<file path="src/hdl/rmq_pkg.sv">
// ----------------------------------------------------------------------------
// rmq_pkg
// Shared widths, payload types and arithmetic step functions for the
// rotation matrix to quaternion unit.
// ----------------------------------------------------------------------------
package rmq_pkg;

    localparam int DW     = 32;            // element width, signed Q2.(DW-2)
    localparam int FB     = DW - 2;        // fraction bits
    localparam int TW     = DW + 2;        // trace combination width
    localparam int RW     = DW + 3;        // radicand (1 + trace) width
    localparam int SW     = DW + 1;        // off-diagonal sum width
    localparam int MW     = SW;            // magnitude of an off-diagonal sum
    localparam int XW     = 2 * DW;        // square root operand width
    localparam int QRW    = DW + 2;        // square root partial remainder width
    localparam int NW     = MW + FB - 2;   // dividend width
    localparam int IN_W   = ((9 * DW + 7) / 8) * 8;
    localparam int OUT_W  = ((4 * DW + 2 + 7) / 8) * 8;
    localparam int QDEPTH = 2;
    localparam int QAW    = 1;

    typedef logic signed [SW-1:0] t_sval;

    typedef struct packed {
        logic [1:0]       pivot;
        logic [RW-1:0]    rad;
        t_sval [3:0]      s;       // s[0] scalar .. s[3] z, zero at the pivot
    } t_item;

    typedef struct packed {
        logic [1:0]       pivot;
        logic [DW-1:0]    q_z;
        logic [DW-1:0]    q_y;
        logic [DW-1:0]    q_x;
        logic [DW-1:0]    q_scalar;
    } t_result;

    typedef struct packed {
        logic [XW-1:0]    x;
        logic [QRW-1:0]   rem;
        logic [DW-1:0]    root;
    } t_sq;

    typedef struct packed {
        logic [DW-1:0]    rem;
        logic [DW-1:0]    lo;
        logic [DW-1:0]    q;
        logic             ovf;
    } t_dl;

    // One bit of a restoring integer square root.
    function automatic t_sq sq_step(t_sq a);
        logic [QRW-1:0] rem2;
        logic [QRW-1:0] trial;
        t_sq            r;
        rem2  = {a.rem[QRW-3:0], a.x[XW-1:XW-2]};
        trial = {a.root, 2'b01};
        r.x   = a.x << 2;
        if (rem2 >= trial) begin
            r.rem  = rem2 - trial;
            r.root = {a.root[DW-2:0], 1'b1};
        end else begin
            r.rem  = rem2;
            r.root = {a.root[DW-2:0], 1'b0};
        end
        return r;
    endfunction

    // One quotient bit of a restoring division by p.
    function automatic t_dl div_step(t_dl a, logic [DW-1:0] p);
        logic [DW:0] rem2;
        t_dl         r;
        rem2  = {a.rem, a.lo[DW-1]};
        r.lo  = a.lo << 1;
        r.ovf = a.ovf;
        if (rem2 >= {1'b0, p}) begin
            r.rem = DW'(rem2 - {1'b0, p});
            r.q   = {a.q[DW-2:0], 1'b1};
        end else begin
            r.rem = rem2[DW-1:0];
            r.q   = {a.q[DW-2:0], 1'b0};
        end
        return r;
    endfunction

    // Signed saturation of a sign and magnitude pair.
    function automatic logic [DW-1:0] sat(logic big, logic [DW-1:0] mag, logic neg);
        logic [DW-1:0] half;
        half = {1'b1, {(DW-1){1'b0}}};
        if (!neg) begin
            return (big || mag[DW-1]) ? {1'b0, {(DW-1){1'b1}}} : mag;
        end
        return (big || (mag > half)) ? half : DW'(~mag + 1'b1);
    endfunction

endpackage

</file>
<file path="src/hdl/rmq_queue.sv">
// ----------------------------------------------------------------------------
// rmq_queue
// Two-entry queue that parts the classifying front from the arithmetic
// back end.
// ----------------------------------------------------------------------------
module rmq_queue import rmq_pkg::*; (
    input  logic  i_clk,
    input  logic  i_rst_n,
    input  logic  i_push,
    input  t_item i_item,
    output logic  o_full,
    input  logic  i_pop,
    output logic  o_empty,
    output t_item o_head
);

    t_item          r_mem [0:QDEPTH-1];
    logic [QAW-1:0] r_wp, n_wp;
    logic [QAW-1:0] r_rp, n_rp;
    logic [QAW:0]   r_cnt, n_cnt;
    logic           wr, rd;

    assign o_full  = (r_cnt == (QAW+1)'(QDEPTH));
    assign o_empty = (r_cnt == '0);
    assign o_head  = r_mem[r_rp];
    assign wr      = i_push && !o_full;
    assign rd      = i_pop && !o_empty;

    always_comb begin
        n_wp  = wr ? r_wp + 1'b1 : r_wp;
        n_rp  = rd ? r_rp + 1'b1 : r_rp;
        n_cnt = r_cnt + (QAW+1)'(wr) - (QAW+1)'(rd);
    end

    always_ff @(posedge i_clk) begin
        if (!i_rst_n) begin
            r_wp  <= '0;
            r_rp  <= '0;
            r_cnt <= '0;
        end else begin
            r_wp  <= n_wp;
            r_rp  <= n_rp;
            r_cnt <= n_cnt;
        end
    end

    always_ff @(posedge i_clk) begin
        if (wr) begin
            r_mem[r_wp] <= i_item;
        end
    end

endmodule

</file>
<file path="config.mk">
export PLATFORM = sky130hd
export DESIGN_NAME = rmq_queue
export DESIGN_NICKNAME = d
export VERILOG_FILES = /design/src/hdl/rmq_pkg.sv /design/src/hdl/rmq_queue.sv
export SDC_FILE = /design/constraint.sdc
export NUM_CORES = 1
export LEC_CHECK = 0
export BUFFER_PORTS_ARGS = -buffer_cell sky130_fd_sc_hd__buf_2
export CAP_MARGIN = 30
export CORE_MARGIN = 2
export CORE_UTILIZATION = 50
export DETAILED_ROUTE_END_ITERATION = 16
export HOLD_SLACK_MARGIN = 0.03
export PLACE_DENSITY = 0.74
export RECOVER_POWER = 100
export SLEW_MARGIN = 20
export SYNTH_ARGS = -nofsm -noshare
export SYNTH_HDL_FRONTEND = slang
export SYNTH_SLANG_ARGS = --single-unit
export TNS_END_PERCENT = 5
</file>
<file path="constraint.sdc">
create_clock -name i_clk -period 12.1 [get_ports i_clk]
set_input_delay 1.21 -clock i_clk [delete_from_list [all_inputs] [get_ports i_clk]]
set_output_delay 1.21 -clock i_clk [all_outputs]
set_load 0.005 [all_outputs]
</file>
==> flow_summary.ini <==
[global_route]
grt_pass1_vias = 6453
grt_pass1_wl_um = 35400
overflow = 0
antenna_found_initial = 3
grt_max_degree = 56
track_usage_pct = 17.4

[clocking]
clock-sinks = 343
post_cts_resized = 0
cts_hold_buf = 0
cts_tree = done
htree_levels = 2
cts_buffers = 36
cts_root_buffer = clkbuf_16
cts.path.max_buffers = 3
post_cts_buffers = 0
clkTransAtPathRegs_ns = 0.06
worstSkewPairLatency_ns = 0.50

[critical_path]
crit_chain = clkbuf_1, clkbuf_1, buf_16, mux2_1, buf_2
reg2reg_setup_slack_ns = 6.07
crit_type = flip-flop to primary output
worst_path_most_repeated_cell = clkbuf_1
path_max_fanout = 40
critical_path_buf_inv_count = 4
slowest_delay_ns = 1.72
path_depth = 5
cp.required_ns = 10.89
critical-path-top-delay-family = buffers and inverters
cp-start-kind = flip-flop
rr_startpoint = r_cnt[0]
slowest_stage = clkbuf_1
r2r_cells = 4
r2r-end = r_mem[1][60]
cp_data_arrival_time_ns = 5.23
cp-end-kind = primary output

[hold_path]
holdPathEnd = r_wp
hold_depth = 2
hp-start = r_wp
hold_path_class = flip-flop to flip-flop

[detailed_routing]
drt_wl_total_um = 24700
viasPerCell = 5.02
wire_per_inst_um = 19.2
vias = 6450
drc = 0
first_pass_iters = 4
drt_iter0_markers = 445
ant_nets = 0

[yosys]
synth_top_family_by_area = multiplexers
syn_inst = 553
ys_types = 18
synth_area_um2 = 12800
seq_area_frac_synth_pct = 79.8
synthMuxAreaShare_pct = 17.8
synth_compound_area_share_pct = 0.0584
yosys_warnings = 0
synth_fa_ha_area_share_pct = 0.195
syn_nets = 728
synthXorXnorAreaFrac_pct = 0.136
syn_area_per_cell_um2 = 23.2
ys_seq_elements = 343
synth-simple-area-share_pct = 0.487

[sta]
hold_viol = 0
period_minus_slack_ns = 6.44
clock-skew-final_ns = 0.0130
hold_slack_ns = 0.504
rsz0062_at_grt = no
clock.fmax_mhz = 155
tightest_slew_ns = 3.15
setup_violations = 0
fin_tns_setup_ns = 0
period_share_pct = 53.3
slew_viol_final = 379
slew_headroom_pct = -110

[floorplanning]
dieHeight_um = 164
initial_core_util_pct = 51.0
fp-row-count = 58
dieArea_um2 = 27000
dieWidth_um = 164
core_area_um2 = 25200
ioPinCount = 344

[power]
peakVddDrop_mv = 0.176
switching_power_mw = 0.860
p_seq_share_pct = 48.2
cell_internal_pwr_mw = 2.47
p_sw_share_pct = 25.9
power_density_nw_per_um2 = 216
p_leak_nw = 5.46
pwr-share-clk_pct = 30.0
comb_power_share_pct = 21.8

[flow_run]
drv_cap = 8

[final_layout]
area_growth_pct = 19.9
postLayoutCoreUtil_pct = 61.2
stdcell_area_um2 = 15400
layout-drive-gt1-share_pct = 34.3
final_nets = 1101

[run_status]
violations = max-capacitance violations, max-slew violations
outcome = finished with violations

[placement]
placed_cell_area_um2 = 15000
port_buffers = 343
dp_hpwl_um = 16600
gp_congestion = 0.725
worst min-delay path, cell delays in order (launching register included):
cell	delay, ns
dfxtp_1	0.33
nand2_1	0.06
mux2i_1	0.06
logic make-up after synthesis:
logic type | count (synthesis)
fa+ha+maj | 2
mux | 170
simple gates | 13
buf+inv | 22
xor+xnor | 2
compound gates | 1
flops | 343
cell usage after synthesis (all sizes together):
master	count	area [um2]
ha	2	25.0
nand2	2	7.51
mux2i	1	10.0
xnor2	1	8.76
buf	19	183
nand2b	2	12.5
dfxtp	5	100
o21a	1	7.51
nor2	5	18.8
mux2	169	2280
inv	3	11.3
and2	2	12.5
and3	1	6.26
nor3	1	5.00
xor2	1	8.76
edfxtp	338	10100
per-layer routing:
layer / global-route usage (%) / up-vias / share of wire [%]
met1: 20.3 / 3171 / 37
li1: - / 2951 / -
met2: 30.2 / 282 / 50
met5: 0 / - / 0.097
met4: 5.06 / 4 / 2.0
met3: 6.41 / 42 / 10
metrics by stage:
step / std cells / setup WS (ns) / power, mW
final: 1284 / 5.66 / 3.33
after global routing: 1283 / 5.22 / 3.49
after CTS: 1281 / 7.93 / 3.51
after detailed placement: 1217 / 8.47 / 2.50
after floorplan: 553 / 3.08 / 2.20
after global placement: 1213 / 8.24 / 2.47
registers in the layout, indices dropped and copies added, names as in the netlist, named ones only:
signal	cells
r_cnt	2
r_rp	1
r_mem	338
r_wp	1
worst max-delay path by stage:
stage,from,end,slack (ns)
after floorplan,i_push,r_mem[0][0],3.08
after global placement,flip-flop,o_head[44],8.24
after detailed placement,flip-flop,o_head[44],8.47
after CTS,flip-flop,o_head[44],7.93
after global routing,flip-flop,o_head[134],5.22
final,flip-flop,o_head[134],5.66
final cells by class:
class                      instances  area, um2
antenna                            2       5.00
sequential                       343      10200
clock inverter                    18        120
multi-input combinational        188       2040
inverter                           3       11.3
timing repair buffer             354       1610
tap                              330        413
fill                            1977       9770
clock buffer                      46        960
cells in the final DEF, fill, tap and decap left out:
cell        netlist  routed
clkbuf_2          0       1
mux2_2           68      68
xor2_1            1       1
bufinv_16         0       1
nand2b_1          2       2
buf_1             0       3
clkbuf_16         0      37
inv_1             3       3
o21a_1            1       1
buf_16            0       1
clkbuf_1          0     153
buf_2             5     205
mux2_4          101       4
and2_1            2       1
dfxtp_1           5       5
mux2i_1           1       1
clkinv_4          0       3
xnor2_1           1       1
nor3_1            1       1
mux2_1            0      97
clkinvlp_4        0       1
diode_2           0       2
nand2_1           2       2
and3_1            1       1
clkinv_1          0       7
ha_1              2       2
nor2_1            5       5
and2_0            0       1
clkinv_2          0       6
edfxtp_1        338     338
power groups by stage:
stage	Sequential (mW)	Clock [mW]	Combinational (mW)
final	1.60	0.999	0.725
after floorplan	1.64	0	0.569
after CTS	1.60	1.03	0.888
after global routing	1.62	1.07	0.796
after global placement	1.64	0	0.838
after detailed placement	1.62	0	0.885
No activity file was read; power rests on OpenSTA's default activity.
